[src/sv/assert_macros.svh]
// Concurrent assertion helpers shared by the RTL.
`ifndef ASSERT_MACROS_SVH
`define ASSERT_MACROS_SVH

// Same-cycle implication, disabled while in reset.
`define ASSERT_IMPLIES(label, clk, rst, ante, cons) \
   label: assert property (@(posedge clk) disable iff (rst) (ante) |-> (cons)) \
      else $error("same-cycle implication violated");

// Next-cycle implication, disabled while in reset.
`define ASSERT_NEXT(label, clk, rst, ante, cons) \
   label: assert property (@(posedge clk) disable iff (rst) (ante) |=> (cons)) \
      else $error("next-cycle implication violated");

`endif

[src/sv/thadc_pkg.sv]
`timescale 1ns / 1ps

package thadc_pkg;

   localparam int TABLE_STORED          = 39;
   localparam int TABLE_POINTS_DEFAULT  = 39;
   localparam int FRACTION_BITS_DEFAULT = 8;

   localparam int HOT_DEGREES    = 150;
   localparam int STEP_DEGREES   = 5;
   localparam int TENTHS_PER_OHM = 10;

   localparam int READING_WIDTH = 16;
   localparam int SERIES_WIDTH  = 20;
   localparam int TEMP_WIDTH    = 17;
   localparam int STATUS_WIDTH  = 2;
   localparam int CSR_INDEX_WIDTH = 1;
   localparam int CSR_DATA_WIDTH  = 20;

   localparam int RES_WIDTH    = 22;
   localparam int SPAN_WIDTH   = 20;
   localparam int IDX_WIDTH    = 6;
   localparam int DEG_WIDTH    = 9;
   localparam int SCALED_WIDTH = 24;
   localparam int WORK_WIDTH   = 40;
   localparam int REM_WIDTH    = 21;
   localparam int CNT_WIDTH    = 6;
   localparam int STEP_BITS    = 3;

   localparam logic [READING_WIDTH-1:0] FULL_SCALE_RESET = 16'd1023;
   localparam logic [SERIES_WIDTH-1:0]  SERIES_RESET     = 20'd10000;

   localparam logic [CSR_INDEX_WIDTH-1:0] CSR_FULL_SCALE = 1'b0;
   localparam logic [CSR_INDEX_WIDTH-1:0] CSR_SERIES     = 1'b1;

   localparam logic [STATUS_WIDTH-1:0] STATUS_IN_RANGE = 2'd0;
   localparam logic [STATUS_WIDTH-1:0] STATUS_HOT      = 2'd1;
   localparam logic [STATUS_WIDTH-1:0] STATUS_COLD     = 2'd2;

   typedef enum logic [3:0] {
      ST_IDLE,
      ST_MUL,
      ST_DIV,
      ST_SCAN,
      ST_PREP,
      ST_LOAD2,
      ST_DIV2,
      ST_SUB,
      ST_DONE
   } state_type;

   localparam logic [RES_WIDTH-1:0] RES_TENTHS [TABLE_STORED] = '{
      22'd1861,    22'd2090,    22'd2354,    22'd2658,    22'd3010,
      22'd3419,    22'd3896,    22'd4452,    22'd5106,    22'd5876,
      22'd6786,    22'd7866,    22'd9154,    22'd10700,   22'd12550,
      22'd14790,   22'd17520,   22'd20830,   22'd24880,   22'd29860,
      22'd36020,   22'd43680,   22'd53260,   22'd65310,   22'd80570,
      22'd100000,  22'd124920,  22'd157110,  22'd198990,  22'd253910,
      22'd326500,  22'd423260,  22'd553260,  22'd729510,  22'd970720,
      22'd1304100, 22'd1769600, 22'd2426600, 22'd3364500
   };

   function automatic logic [RES_WIDTH-1:0] point_res(input logic [IDX_WIDTH-1:0] idx);
      logic [RES_WIDTH-1:0] res;
      res = '0;
      if (int'(idx) < TABLE_STORED) begin
         res = RES_TENTHS[idx];
      end
      return res;
   endfunction

   function automatic logic signed [DEG_WIDTH-1:0] point_deg(input logic [IDX_WIDTH-1:0] idx);
      return DEG_WIDTH'(HOT_DEGREES - STEP_DEGREES * int'(idx));
   endfunction

endpackage

[src/sv/thermistor_adc_to_temperature.sv]
`timescale 1ns / 1ps
// From an accepted reading to rsp_valid: at or above full scale, only the load; else a
// 16-step serial multiply, a 40-step restoring divide, a scan of one table point per cycle
// and a load; readings hotter than the table or past its end load after the scan, while
// interpolating at point k adds prep, load, (FRACTION_BITS+3)-step divide and subtract.
// Throughput: one reading at a time; the next is taken the cycle after the result loads.
// Reset: synchronous, active high; control clears, the CSRs return to 1023 and 10000.

`include "assert_macros.svh"

module thermistor_adc_to_temperature #(
   parameter int TABLE_POINTS  = thadc_pkg::TABLE_POINTS_DEFAULT,
   parameter int FRACTION_BITS = thadc_pkg::FRACTION_BITS_DEFAULT
) (
   input  logic                                   clock,
   input  logic                                   reset,
   input  logic                                   csr_write_enable,
   input  logic [thadc_pkg::CSR_INDEX_WIDTH-1:0]  csr_index,
   input  logic [thadc_pkg::CSR_DATA_WIDTH-1:0]   csr_write_data,
   input  logic                                   req_valid,
   output logic                                   req_stall,
   input  logic [thadc_pkg::READING_WIDTH-1:0]    req_reading,
   output logic                                   rsp_valid,
   input  logic                                   rsp_stall,
   output logic signed [thadc_pkg::TEMP_WIDTH-1:0] rsp_temperature_q8,
   output logic [thadc_pkg::STATUS_WIDTH-1:0]     rsp_range_status
);

   localparam int TW = thadc_pkg::TEMP_WIDTH;
   localparam int TABLE_USED = (TABLE_POINTS < thadc_pkg::TABLE_STORED) ?
                               TABLE_POINTS : thadc_pkg::TABLE_STORED;
   localparam int COLD_DEGREES = thadc_pkg::HOT_DEGREES -
                                 thadc_pkg::STEP_DEGREES * (TABLE_USED - 1);
   localparam logic [TW-1:0] HOT_SCALED  = TW'(thadc_pkg::HOT_DEGREES * (1 << FRACTION_BITS));
   localparam logic [TW-1:0] COLD_SCALED = TW'(COLD_DEGREES * (1 << FRACTION_BITS));
   localparam int QW = FRACTION_BITS + thadc_pkg::STEP_BITS;
   localparam int XW = thadc_pkg::SCALED_WIDTH + FRACTION_BITS;
   localparam int WW = thadc_pkg::WORK_WIDTH;
   localparam int RW = thadc_pkg::REM_WIDTH;
   localparam int CW = thadc_pkg::CNT_WIDTH;
   localparam int IW = thadc_pkg::IDX_WIDTH;
   localparam int SW = thadc_pkg::SCALED_WIDTH;
   localparam int PW = thadc_pkg::SPAN_WIDTH;
   localparam int LW = thadc_pkg::RES_WIDTH;
   localparam logic [IW-1:0] LAST_IDX = IW'(TABLE_USED - 1);

   thadc_pkg::state_type state_ff, state_in;

   logic [thadc_pkg::READING_WIDTH-1:0] full_scale_ff;
   logic [thadc_pkg::SERIES_WIDTH-1:0]  series_ff;

   logic [thadc_pkg::READING_WIDTH-1:0] code_ff, code_in;
   logic [SW-1:0]  s10_ff, s10_in;
   logic [PW-1:0]  dvs_ff, dvs_in;
   logic [WW-1:0]  work_ff, work_in;
   logic [RW-1:0]  rem_ff, rem_in;
   logic [CW-1:0]  cnt_ff, cnt_in;
   logic [IW-1:0]  idx_ff, idx_in;
   logic [TW-1:0]  temp_res_ff, temp_res_in;
   logic [thadc_pkg::STATUS_WIDTH-1:0] status_res_ff, status_res_in;

   logic                               rsp_valid_ff, rsp_valid_in;
   logic signed [TW-1:0]               rsp_temp_ff, rsp_temp_in;
   logic [thadc_pkg::STATUS_WIDTH-1:0] rsp_status_ff, rsp_status_in;

   logic          accept;
   logic          load_rsp;
   logic          at_full_scale;
   logic [RW-1:0] shifted;
   logic [RW:0]   trial;
   logic          trial_ok;
   logic [LW-1:0] point_hi;
   logic [LW-1:0] point_lo;
   logic          point_hit;
   logic [LW-1:0] span;
   logic [LW-1:0] offset;
   logic [XW-1:0] dividend;
   logic [TW-1:0] base_scaled;

   assign accept        = req_valid && !req_stall;
   assign load_rsp      = (state_ff == thadc_pkg::ST_DONE) && (!rsp_valid_ff || !rsp_stall);
   assign at_full_scale = (req_reading >= full_scale_ff);

   assign shifted  = {rem_ff[RW-2:0], work_ff[WW-1]};
   assign trial    = {1'b0, shifted} - (RW+1)'(dvs_ff);
   assign trial_ok = !trial[RW];

   assign point_hi  = thadc_pkg::point_res(idx_ff);
   assign point_lo  = thadc_pkg::point_res(idx_ff - IW'(1));
   assign point_hit = (WW'(point_hi) >= work_ff);
   assign span      = point_hi - point_lo;
   assign offset    = work_ff[LW-1:0] - point_lo;
   assign dividend  = (XW'(s10_ff[SW-2:0]) << FRACTION_BITS) + XW'(dvs_ff[PW-1:1]);
   assign base_scaled = TW'(thadc_pkg::point_deg(idx_ff - IW'(1))) << FRACTION_BITS;

   always_comb begin
      state_in = state_ff;
      unique case (state_ff)
         thadc_pkg::ST_IDLE: begin
            if (accept) begin
               state_in = at_full_scale ? thadc_pkg::ST_DONE : thadc_pkg::ST_MUL;
            end
         end
         thadc_pkg::ST_MUL: begin
            if (cnt_ff == '0) begin
               state_in = thadc_pkg::ST_DIV;
            end
         end
         thadc_pkg::ST_DIV: begin
            if (cnt_ff == '0) begin
               state_in = thadc_pkg::ST_SCAN;
            end
         end
         thadc_pkg::ST_SCAN: begin
            if (point_hit) begin
               state_in = (idx_ff == '0) ? thadc_pkg::ST_DONE : thadc_pkg::ST_PREP;
            end else if (idx_ff == LAST_IDX) begin
               state_in = thadc_pkg::ST_DONE;
            end
         end
         thadc_pkg::ST_PREP:  state_in = thadc_pkg::ST_LOAD2;
         thadc_pkg::ST_LOAD2: state_in = thadc_pkg::ST_DIV2;
         thadc_pkg::ST_DIV2: begin
            if (cnt_ff == '0) begin
               state_in = thadc_pkg::ST_SUB;
            end
         end
         thadc_pkg::ST_SUB: state_in = thadc_pkg::ST_DONE;
         thadc_pkg::ST_DONE: begin
            if (load_rsp) begin
               state_in = thadc_pkg::ST_IDLE;
            end
         end
         default: state_in = thadc_pkg::ST_IDLE;
      endcase
   end

   always_comb begin
      req_stall     = (state_ff != thadc_pkg::ST_IDLE);
      code_in       = code_ff;
      s10_in        = s10_ff;
      dvs_in        = dvs_ff;
      work_in       = work_ff;
      rem_in        = rem_ff;
      cnt_in        = cnt_ff;
      idx_in        = idx_ff;
      temp_res_in   = temp_res_ff;
      status_res_in = status_res_ff;
      unique case (state_ff)
         thadc_pkg::ST_IDLE: begin
            code_in = req_reading;
            s10_in  = SW'(series_ff) * SW'(thadc_pkg::TENTHS_PER_OHM);
            dvs_in  = PW'(full_scale_ff - req_reading);
            work_in = '0;
            rem_in  = '0;
            cnt_in  = CW'(thadc_pkg::READING_WIDTH - 1);
            idx_in  = '0;
            temp_res_in   = COLD_SCALED;
            status_res_in = thadc_pkg::STATUS_COLD;
         end
         thadc_pkg::ST_MUL: begin
            // shift-add, one code bit per cycle, MSB first
            work_in = {work_ff[WW-2:0], 1'b0} + (code_ff[thadc_pkg::READING_WIDTH-1] ?
                      WW'(s10_ff) : WW'(0));
            code_in = {code_ff[thadc_pkg::READING_WIDTH-2:0], 1'b0};
            cnt_in  = (cnt_ff == '0) ? CW'(WW - 1) : cnt_ff - CW'(1);
         end
         thadc_pkg::ST_DIV, thadc_pkg::ST_DIV2: begin
            rem_in  = trial_ok ? trial[RW-1:0] : shifted;
            work_in = {work_ff[WW-2:0], trial_ok};
            cnt_in  = cnt_ff - CW'(1);
         end
         thadc_pkg::ST_SCAN: begin
            if (point_hit) begin
               if (idx_ff == '0) begin
                  temp_res_in   = HOT_SCALED;
                  status_res_in = (WW'(point_hi) != work_ff) ? thadc_pkg::STATUS_HOT :
                                  thadc_pkg::STATUS_IN_RANGE;
               end
            end else begin
               idx_in = idx_ff + IW'(1);
            end
         end
         thadc_pkg::ST_PREP: begin
            dvs_in = PW'(span);
            s10_in = SW'(offset) * SW'(thadc_pkg::STEP_DEGREES);
         end
         thadc_pkg::ST_LOAD2: begin
            // top part is below the span, so only QW quotient bits remain
            rem_in  = RW'(dividend >> QW);
            work_in = WW'(dividend[QW-1:0]) << (WW - QW);
            cnt_in  = CW'(QW - 1);
         end
         thadc_pkg::ST_SUB: begin
            temp_res_in   = base_scaled - TW'(work_ff[QW-1:0]);
            status_res_in = thadc_pkg::STATUS_IN_RANGE;
         end
         thadc_pkg::ST_DONE: begin
         end
         default: begin
         end
      endcase
   end

   always_comb begin
      rsp_valid_in  = rsp_valid_ff && rsp_stall;
      rsp_temp_in   = rsp_temp_ff;
      rsp_status_in = rsp_status_ff;
      if (load_rsp) begin
         rsp_valid_in  = 1'b1;
         rsp_temp_in   = signed'(temp_res_ff);
         rsp_status_in = status_res_ff;
      end
   end

   always_ff @(posedge clock) begin
      if (reset) begin
         state_ff      <= thadc_pkg::ST_IDLE;
         rsp_valid_ff  <= 1'b0;
         full_scale_ff <= thadc_pkg::FULL_SCALE_RESET;
         series_ff     <= thadc_pkg::SERIES_RESET;
      end else begin
         state_ff     <= state_in;
         rsp_valid_ff <= rsp_valid_in;
         if (csr_write_enable) begin
            unique case (csr_index)
               thadc_pkg::CSR_FULL_SCALE:
                  full_scale_ff <= csr_write_data[thadc_pkg::READING_WIDTH-1:0];
               thadc_pkg::CSR_SERIES:
                  series_ff <= csr_write_data[thadc_pkg::SERIES_WIDTH-1:0];
               default: begin
               end
            endcase
         end
      end
   end

   always_ff @(posedge clock) begin
      code_ff       <= code_in;
      s10_ff        <= s10_in;
      dvs_ff        <= dvs_in;
      work_ff       <= work_in;
      rem_ff        <= rem_in;
      cnt_ff        <= cnt_in;
      idx_ff        <= idx_in;
      temp_res_ff   <= temp_res_in;
      status_res_ff <= status_res_in;
      rsp_temp_ff   <= rsp_temp_in;
      rsp_status_ff <= rsp_status_in;
   end

   assign rsp_valid          = rsp_valid_ff;
   assign rsp_temperature_q8 = rsp_temp_ff;
   assign rsp_range_status   = rsp_status_ff;

   `ASSERT_NEXT(a_busy_after_accept, clock, reset, accept, req_stall)
   `ASSERT_IMPLIES(a_load_from_done, clock, reset, $rose(rsp_valid_ff),
                   $past(state_ff) == thadc_pkg::ST_DONE)
   `ASSERT_IMPLIES(a_status_code, clock, reset, rsp_valid_ff,
                   rsp_status_ff == thadc_pkg::STATUS_IN_RANGE ||
                   rsp_status_ff == thadc_pkg::STATUS_HOT ||
                   rsp_status_ff == thadc_pkg::STATUS_COLD)
   `ASSERT_IMPLIES(a_hot_clamp, clock, reset,
                   rsp_valid_ff && rsp_status_ff == thadc_pkg::STATUS_HOT,
                   rsp_temp_ff == signed'(HOT_SCALED))
   `ASSERT_IMPLIES(a_cold_clamp, clock, reset,
                   rsp_valid_ff && rsp_status_ff == thadc_pkg::STATUS_COLD,
                   rsp_temp_ff == signed'(COLD_SCALED))

endmodule
[config.mk]
export PLATFORM = sky130hd
export DESIGN_NAME = thermistor_adc_to_temperature
export DESIGN_NICKNAME = d
export VERILOG_FILES = /design/src/sv/thadc_pkg.sv /design/src/sv/thermistor_adc_to_temperature.sv
export VERILOG_INCLUDE_DIRS = /design/src /design/src/sv
export SDC_FILE = /design/constraint.sdc
export NUM_CORES = 1
export LEC_CHECK = 0
export BUFFER_PORTS_ARGS = -buffer_cell sky130_fd_sc_hd__buf_2
export CAP_MARGIN = 10
export CORE_AREA = 2 2 219 221
export CTS_CLUSTER_SIZE = 8
export DETAILED_ROUTE_END_ITERATION = 8
export DIE_AREA = 0 0 221 223
export PLACE_DENSITY = 0.57
export SETUP_SLACK_MARGIN = 0.5
export SYNTH_ARGS = -nofsm -noshare
export SYNTH_HDL_FRONTEND = slang
export SYNTH_SLANG_ARGS = --single-unit
[constraint.sdc]
create_clock -name clock -period 14.9 [get_ports clock]
set_clock_uncertainty 0.2 [all_clocks]
set_input_delay 1.49 -clock clock [delete_from_list [all_inputs] [get_ports clock]]
set_output_delay 1.49 -clock clock [all_outputs]
set_load 0.03 [all_outputs]
# Word-level counts from Yosys, hierarchy flattened

Memories as Yosys holds them, arrays and structs flattened.
Cells that the tools add are included.

Bits in registers: 211
Bits in read-only memories: 2,816
Input bits: 42
Output and inout port bits: 21
Word-level logic and storage cells: 118
Memories kept: 2

$add $sub $neg: 11
Multipliers: 3
$lt $le $gt $ge: 6
Eq/ne operators: 19
Multiplexer cells: 35
Bitwise logic cells: 3
Reductions and logical operators: 24

Memory list:

| name            | words | width | read ports | clocked after Yosys merged registers in | write ports | RTL line        | source |
|---|---|---|---|---|---|---|---|
| (no name shown) | 64    | 22    | 1          | 0                                       | 0           | thadc_pkg.sv:67 | `res = RES_TENTHS[idx];` |
| (no name shown) | 64    | 22    | 1          | 0                                       | 0           | thadc_pkg.sv:67 |  |

Operators with widths:

| kind                                                                 | count |
|---|---|
| 40-bit one-hot mux with 4 select lines                               | 1 |
| 22-bit two-way mux                                                   | 6 |
| 20-bit one-hot mux with 3 select lines                               | 1 |
| 17-bit one-hot mux with 3 select lines                               | 1 |
| 24-bit one-hot mux with 2 select lines                               | 1 |
| 40-bit by 24-bit adder with 40-bit output                            | 1 |
| 22-bit by 40-bit greater-or-equal comparator with 1-bit output       | 1 |
| 22-bit by 40-bit inequality test with 1-bit output                   | 1 |
| 20-bit one-hot mux with 2 select lines                               | 1 |
| 4-bit two-way mux                                                    | 9 |
| 4-bit one-hot mux with 9 select lines                                | 1 |
| 17-bit two-way mux                                                   | 2 |
| 16-bit one-hot mux with 2 select lines                               | 1 |
| 31-bit by 19-bit adder with 31-bit output                            | 1 |
| 22-bit by 3-bit multiplier with 24-bit output, second input constant | 1 |
| 24-bit two-way mux                                                   | 1 |
| 6-bit one-hot mux with 4 select lines                                | 1 |
| 20-bit by 3-bit multiplier with 23-bit output, second input constant | 1 |
| 21-bit by 20-bit subtractor with 22-bit output                       | 1 |
| 22-bit subtractor                                                    | 1 |
| 20-bit two-way mux                                                   | 1 |
| 20-bit subtractor                                                    | 1 |
| 16-bit by 16-bit subtractor with 17-bit output                       | 1 |
| 17-bit by 11-bit subtractor with 17-bit output                       | 1 |
| other kinds (33)                                                     | 63 |

# Longest topological paths before layout

Gate-level depths: netlist (run 1).

Depth after elaboration: 10
Mapped depth: 35
Mapped depth without buffers: 33

# Worst setup path before layout (run 1)

No wires, ideal clock.

Path type: register to register
From: reg idx_ff[1]
To: reg s10_ff[23] (data pin)
Setup time: 145 ps
Arrival: 6,871 ps
Data required time: 14,555 ps
Path slack: 7,684 ps
Stages on the path, launching flop included: 32
Buffers on the path: 2
Clock period less this slack: 7,216 ps
Path through: edfxtp_1 > clkbuf_1 > inv_1 > ha_1 > inv_1 > clkbuf_1 > ha_1 > clkinv_1 > mux4_2 > nand2_1 > a21oi_1 > a41oi_1 > inv_1 > fa_1 > nor2b_1 > o31a_1 > o2111ai_1 > a211o_1 > o21bai_1 > a21oi_1 > xnor2_1 > ha_1 > ha_1 > a211oi_1 > o21bai_1 > nor3_1 > a21o_1 > a21oi_1 > a2111oi_0 > maj3_1 > mux2i_1 > o21ai_1

Longest elaborated chain between the ends: 9
Elaborated cells between the ends (all ways): 10
Those cells by class: add/sub (2); mul (1); order compare (1); mux (4); bitwise (1); memory (1)

Ends and longest elaborated chain:

| element                                                | RTL line                             | source |
|---|---|---|
| start, declared                                        | thermistor_adc_to_temperature.sv:58  | `logic [IW-1:0] idx_ff, idx_in;` |
| start signal, assigned                                 | thermistor_adc_to_temperature.sv:245 | `idx_ff <= idx_in;` |
| 6-bit by 1-bit subtractor with 6-bit output (*)        | thermistor_adc_to_temperature.sv:89  | `assign point_lo = thadc_pkg::point_res(idx_ff - IW'(1));` |
| 6-bit inverter with 7-bit output (implied by the code) | thadc_pkg.sv:67                      |  |
| memory read 64 x 22 bit                                | n/a                                  |  |
| 22-bit two-way mux (implied by the code) (2 in series) | thadc_pkg.sv:67                      |  |
| 22-bit two-way mux (*)                                 | thadc_pkg.sv:66                      | `if (int'(idx) < TABLE_STORED) begin` |
| 22-bit subtractor (*)                                  | thermistor_adc_to_temperature.sv:92  | `assign offset = work_ff[LW-1:0] - point_lo;` |
| 22-bit by 3-bit multiplier with 24-bit output (*)      | thermistor_adc_to_temperature.sv:186 | `s10_in = SW'(offset) * SW'(thadc_pkg::STEP_DEGREES);` |
| 24-bit one-hot mux with 2 select lines (*)             | thermistor_adc_to_temperature.sv:149 | `unique case (state_ff)` |
| via s10_in[23]                                         | thermistor_adc_to_temperature.sv:53  | `logic [SW-1:0] s10_ff, s10_in;` |
| end signal, assigned                                   | thermistor_adc_to_temperature.sv:240 | `s10_ff <= s10_in;` |
| end, declared                                          | thermistor_adc_to_temperature.sv:53  |  |

The timed path passes the listed nets; every way through them passes the cells marked *. The select of a mux whose other input is x is not followed.
A chain may end at the register's enable or synchronous reset.

# Worst setup path after layout (run 1)

From: reg idx_ff[0]
To: reg s10_ff[23] (data pin)

Same word-level chain as after synthesis.

==> results of run 1 <==
## cells in the mapped netlist (27+ instances only)
library cell / number / area, um^2
nand2_1: 275 / 1032
ha_1: 234 / 2928
a21oi_1: 204 / 1021
edfxtp_1: 170 / 5105
nor2_1: 160 / 600.6
o21ai_0: 147 / 735.7
inv_1: 118 / 442.9
xnor2_1: 92 / 805.8
clkbuf_1: 85 / 319.1
xor2_1: 73 / 639.4
a21o_1: 66 / 495.5
nand3_1: 48 / 240.2
nor3_1: 48 / 240.2
dfxtp_1: 41 / 820.8
o22ai_1: 41 / 256.5
and2_1: 40 / 250.2
nand2b_1: 32 / 200.2
o21a_1: 27 / 202.7
## layout by cell type, fill, tap and decap left out, types with 62 or more instances in the layout
cell,n
o21ai_0,147
edfxtp_1,170
ha_1,234
xor2_1,73
buf_2,62
inv_1,118
a21oi_1,202
nor2_1,160
a21o_1,66
xnor2_1,92
nand2_1,275
## cell type report
class	instances	area, um^2
inverter	121	454.2
fill	4630	25790
timing repair buffer	81	452.9
tap	615	769.5
clock buffer	53	900.9
clock inverter	2	25.02
sequential	211	5926
multi-input combinational	1871	12830
## worst paths after layout
path                  startpoint                     to  slack, ns
setup / recovery       idx_ff[0]             s10_ff[23]       5.78
hold / removal    temp_res_ff[1]  rsp_temperature_q8[1]       0.21
setup reg to reg       idx_ff[0]             s10_ff[23]       5.78
hold reg to reg   temp_res_ff[1]  rsp_temperature_q8[1]       0.21
## layer usage
layer	share of wire	GRT usage	wire (um)	up-vias
met2	0.45	0.3876	27680	573
met4	0.027	0.06971	1644	2
li1	-	-	-	8447
met5	0.00023	0	14	-
met3	0.061	0.02384	3758	98
met1	0.46	0.3495	28160	8383
## registers in the layout, indices dropped and copies added, names as in the netlist
register            count
cnt_ff                  6
rem_ff                 20
series_ff              20
rsp_temperature_q8     17
code_ff                16
temp_res_ff            17
dvs_ff                 20
rsp_valid               1
status_res_ff           2
full_scale_ff          16
work_ff                40
idx_ff                  6
s10_ff                 24
rsp_range_status        2
state_ff                4
## worst max-delay path: cells and delay by family (launching register included)
kind / cells / cell delay, ns
xor+xnor: 1 / 0.21
compound gates: 15 / 3.57
simple gates: 2 / 0.42
flops: 1 / 0.74
mux: 1 / 0.06
fa+ha+maj: 6 / 2.30
buf+inv: 4 / 1.48
## through the flow
step	hold WS (ns)	cell area [um^2]	worst slack [ns]	utilization
2_1_floorplan	0.2003	19570	7.684	-
3_3_place_gp	0.2049	20430	6.270	0.4334
3_5_place_dp	0.2045	20430	5.888	0.4334
4_1_cts	0.2110	21360	5.910	0.4530
5_1_grt	0.2257	21360	4.917	0.4530
6_report	0.2121	21360	5.777	0.4530
## kinds of logic after synthesis
group	Yosys count	synth area share
multiplexers	26	0.01528
buffers and inverters	222	0.04316
adder cells (fa/ha/maj)	244	0.1593
AO/OA/AOI/OAI	687	0.2226
XOR/XNOR	168	0.07634
flip-flops	211	0.3028
AND/OR/NAND/NOR	746	0.1806
==> flow_summary_export.csv, run 1 <==
group,metric,value,unit
timing,fin_crit_sh,0.6123,
floorplan,start_util,0.4151,
grt,grt_pass1_vias,16513,
yosys,yosysSeqAreaShare,0.3028,
hold_path,min_path_type,"flip-flop to flip-flop",
critical_path,critical-path-slowest-cell,"edfxtp_1",
timing,worst_pin_slew,1.184,ns
floorplan,core-area,47150,um^2
layout,final_cells,2954,
floorplan,die-width,221,um
critical_path,startpoint_type,"flip-flop",
critical_path,critical_path_class,"flip-flop to flip-flop",
yosys,avgSynthCellArea,8.494,um^2
grt,grt_max_degree,60,
routing,routed_wl,61250,um
floorplan,die_h,223,um
critical_path,worstPathRequired,15.15,ns
critical_path,cpPeakStageDelay,0.74,ns
yosys,syn_inst,2304,
layout,final_nets,2602,
routing,viasPerCell,5.925,
yosys,mappedNetlistArea,19570,um^2
layout,drive_above_1_share,0.06883,
hold_path,min_path_cells,0,
clock_tree,clock_sinks,211,
placement,dpl.cell_count,2899,
yosys,syn_nets,2589,
clock_tree,ctsResizeCount,0,
clock_tree,cts.clk_slew.worst_paths,0.07,ns
clock_tree,clock_path_buffers,3,
timing,setup_violations,0,
critical_path,critPathMostFrequentCell,"ha_1",
grt,grt.total_usage,0.2431,
job,drv_cap,0,
yosys,yosys_warnings,0,
routing,drc_errors,0,
yosys,async_flop_share,0,
critical_path,critPathArrivalTime,9.37,ns
timing,period_minus_slack,9.123,ns
floorplan,die_area,49280,um^2
routing,ant_nets,0,
yosys,ys_ff_latch,211,
clock_tree,cts-root-buf,"clkbuf_16",
clock_tree,post-cts-setup-buffer-count,0,
floorplan,std_cell_rows,80,
timing,fmax,109.6,MHz
yosys,synth_edf_count,170,
placement,place_congestion,0.9231,
yosys,yosysUniqueCellTypes,87,
layout,n_antenna_cell,0,
routing,drt_iter0_drc,1561,
placement,detailed_place_hpwl,46780,um
timing,slew_violations,0,
floorplan,io-pin-count,63,
routing,vias,17503,
timing,rsz0062_at_grt,"false",
layout,synthToLayoutAreaGrowth,9.130,%
placement,io_buffers,62,
critical_path,r2r_cells,29,
critical_path,end_kind,"flip-flop",
timing,hold_viol_final,0,
routing,firstDrtPassIters,6,
timing,relSlewSlack,0.2105,
clock_tree,h-tree-depth,1,
clock_tree,postCtsHoldBufs,0,
grt,antenna_found_initial,2,
timing,finalSetupTns,0,ns
clock_tree,clock_latency,0.60,ns
grt,grt_pass1_wl,95590,um
clock_tree,cts_made_buffers,31,
yosys,synth_top_flop_cell,"edfxtp_1",
status,outcome,"finished clean",
grt,grt-ovfl-total,0,
critical_path,path_max_fanout,23,
routing,wire_per_inst,20.74,um
clock_tree,cts_tree,"built",
Power of run 1 is not shown: default switching activity piles up to over one toggle a cycle in this logic, so the estimate is an artifact.
==> run 2: changes to the inputs <==
==> constraint.sdc (replaced) <==
create_clock -name clock -period 9.1 [get_ports clock]
set_clock_uncertainty 0.2 [all_clocks]
set_input_delay 0.91 -clock clock [delete_from_list [all_inputs] [get_ports clock]]
set_output_delay 0.91 -clock clock [all_outputs]
set_load 0.03 [all_outputs]
==> flow_summary_export.csv, run 2 (synthesis gave the netlist of run 1 again) <==
group,metric,value,unit
clock_tree,clock_sinks,211,
layout,final_nets,2612,
critical_path,startpoint_type,"flip-flop",
critical_path,critical_path_class,"flip-flop to flip-flop",
floorplan,die-width,221,um
hold_path,min_path_cells,0,
layout,layout_common_cells,"nand2_1, ha_1, a21oi_1, edfxtp_1, nor2_1",
routing,ant_nets,0,
layout,largest_register_ffs,40,
layout,drive_above_1_share,0.07450,
critical_path,cpPeakStageDelay,0.46,ns
layout,synthToLayoutAreaGrowth,9.507,%
critical_path,critPathArrivalTime,8.11,ns
placement,io_buffers,62,
timing,setup_violations,0,
clock_tree,h-tree-depth,1,
layout,finish.instance_area,21430,um^2
clock_tree,clock_latency,0.57,ns
critical_path,reg2reg_from,"idx_ff[0]",
placement,detailed_place_hpwl,47540,um
grt,antenna_found_initial,0,
timing,worst_slack,1.203,ns
routing,vias,17595,
grt,grt_pass1_wl,95660,um
placement,post_dp_cell_area,20510,um^2
timing,finalSetupTns,0,ns
floorplan,die_h,223,um
placement,dpl.cell_count,2909,
layout,n_antenna_cell,0,
timing,worst_pin_slew,1.195,ns
routing,drt_iter0_drc,1677,
clock_tree,cts_tree,"built",
layout,final_common_cell,"nand2_1",
timing,fmax,126.6,MHz
critical_path,critical-path-slowest-cell,"fa_1",
critical_path,reg2reg_slack,1.20,ns
hold_path,hold_path_end,"rsp_temperature_q8[3]",
routing,routed_wl,61630,um
hold_path,min_path_type,"flip-flop to flip-flop",
hold_path,holdCritStartpoint,"temp_res_ff[3]",
floorplan,std_cell_rows,80,
routing,firstDrtPassIters,6,
floorplan,start_util,0.4151,
placement,place_congestion,0.9390,
layout,largestRegisters,"work_ff x40, s10_ff x24",
routing,viasPerCell,5.936,
grt,grt-ovfl-total,0,
timing,period_minus_slack,7.897,ns
floorplan,io-pin-count,63,
critical_path,r2r-end,"s10_ff[23]",
timing,fin_crit_sh,0.8678,
floorplan,core-area,47150,um^2
placement,place_ws,0.8757,ns
layout,nFillCells,4667,
timing,rsz0062_at_grt,"false",
grt,grt.total_usage,0.2438,
layout,regMostFlops,"work_ff",
critical_path,path_max_fanout,14,
clock_tree,cts_made_buffers,31,
clock_tree,clock_path_buffers,3,
timing,relSlewSlack,0.2000,
critical_path,critPathMostFrequentCell,"a21oi_1",
routing,drc_errors,0,
grt,grt_pass1_vias,16630,
layout,final_cells,2964,
job,drv_cap,0,
floorplan,die_area,49280,um^2
clock_tree,post-cts-setup-buffer-count,0,
clock_tree,cts-root-buf,"clkbuf_16",
routing,wire_per_inst,20.79,um
critical_path,r2r_cells,32,
critical_path,worstPathRequired,9.32,ns
critical_path,end_kind,"flip-flop",
status,outcome,"finished clean",
clock_tree,cts.clk_slew.worst_paths,0.06,ns
grt,grt_max_degree,50,
timing,slew_violations,0,
timing,hold_viol_final,0,
==> run 2: changes by cell type in the layout (fill, tap and decap cells not counted) <==
cell	before	now
a2111oi_2	0	1
clkbuf_8	0	1
ha_2	0	1
inv_1	118	116
inv_16	1	0
ha_1	234	233
bufinv_16	0	1
a2111oi_0	3	2
clkbuf_16	33	31
inv_6	0	1
buf_4	19	29
clkinvlp_4	0	2
==> run 2: how the worst max path moves through the flow <==
stage / end / slack (ns) / cells after the start / from
floorplan: s10_ff[23] / 1.88 / 31 / idx_ff[1]
detailed placement: s10_ff[23] / 0.88 / 32 / idx_ff[0]
global route: s10_ff[23] / 0.58 / 33 / idx_ff[0]
CTS: s10_ff[23] / 0.84 / 32 / idx_ff[0]
finish: s10_ff[23] / 1.20 / 32 / idx_ff[0]
global placement: s10_ff[23] / 1.25 / 32 / idx_ff[0]
==> run 2: layer usage <==
layer / GRT usage / routed length [um] / vias up
met3: 0.02687 / 3489 / 141
met4: 0.08638 / 2232 / 0
met5: 0 / 0 / -
met2: 0.3811 / 27240 / 581
met1: 0.3486 / 28670 / 8426
li1: - / - / 8447
==> run 2: worst max-delay path, delay by kind of cell, from the launching register on <==
kind	cells	cell delay (ns)
AND/OR/NAND/NOR	4	0.80
multiplexers	2	0.41
buffers and inverters	6	1.10
AO/OA/AOI/OAI	13	2.64
XOR/XNOR	2	0.41
flip-flops	1	0.43
adder cells (fa/ha/maj)	5	1.74
==> run 2: final cells by class <==
class,instances,area (um^2),area share
inverters,121,461.7,0.02154
well taps,615,769.5,0.03591
repair buffers,91,528.0,0.02464
flip-flops and latches,211,5926,0.2765
multi-input cells,1871,12840,0.5990
clock buffers,52,864.6,0.04034
clock inverters,3,43.79,0.002043
==> run 2: timing repair <==
| item | CTS | global route |
|---|---|---|
| gates resized for setup | 0 | 5 |
| hold buffers | 0 | 0 |
| setup endpoints to repair | 0 | 3 |
==> run 2: metrics by stage <==
stage,utilization,hold slack (ns)
floorplan,-,0.2003
global placement,0.4350,0.2062
detailed placement,0.4350,0.2072
CTS,0.4542,0.2127
global route,0.4546,0.2296
finish,0.4546,0.2111
Power of run 2 is left out for the same reason.
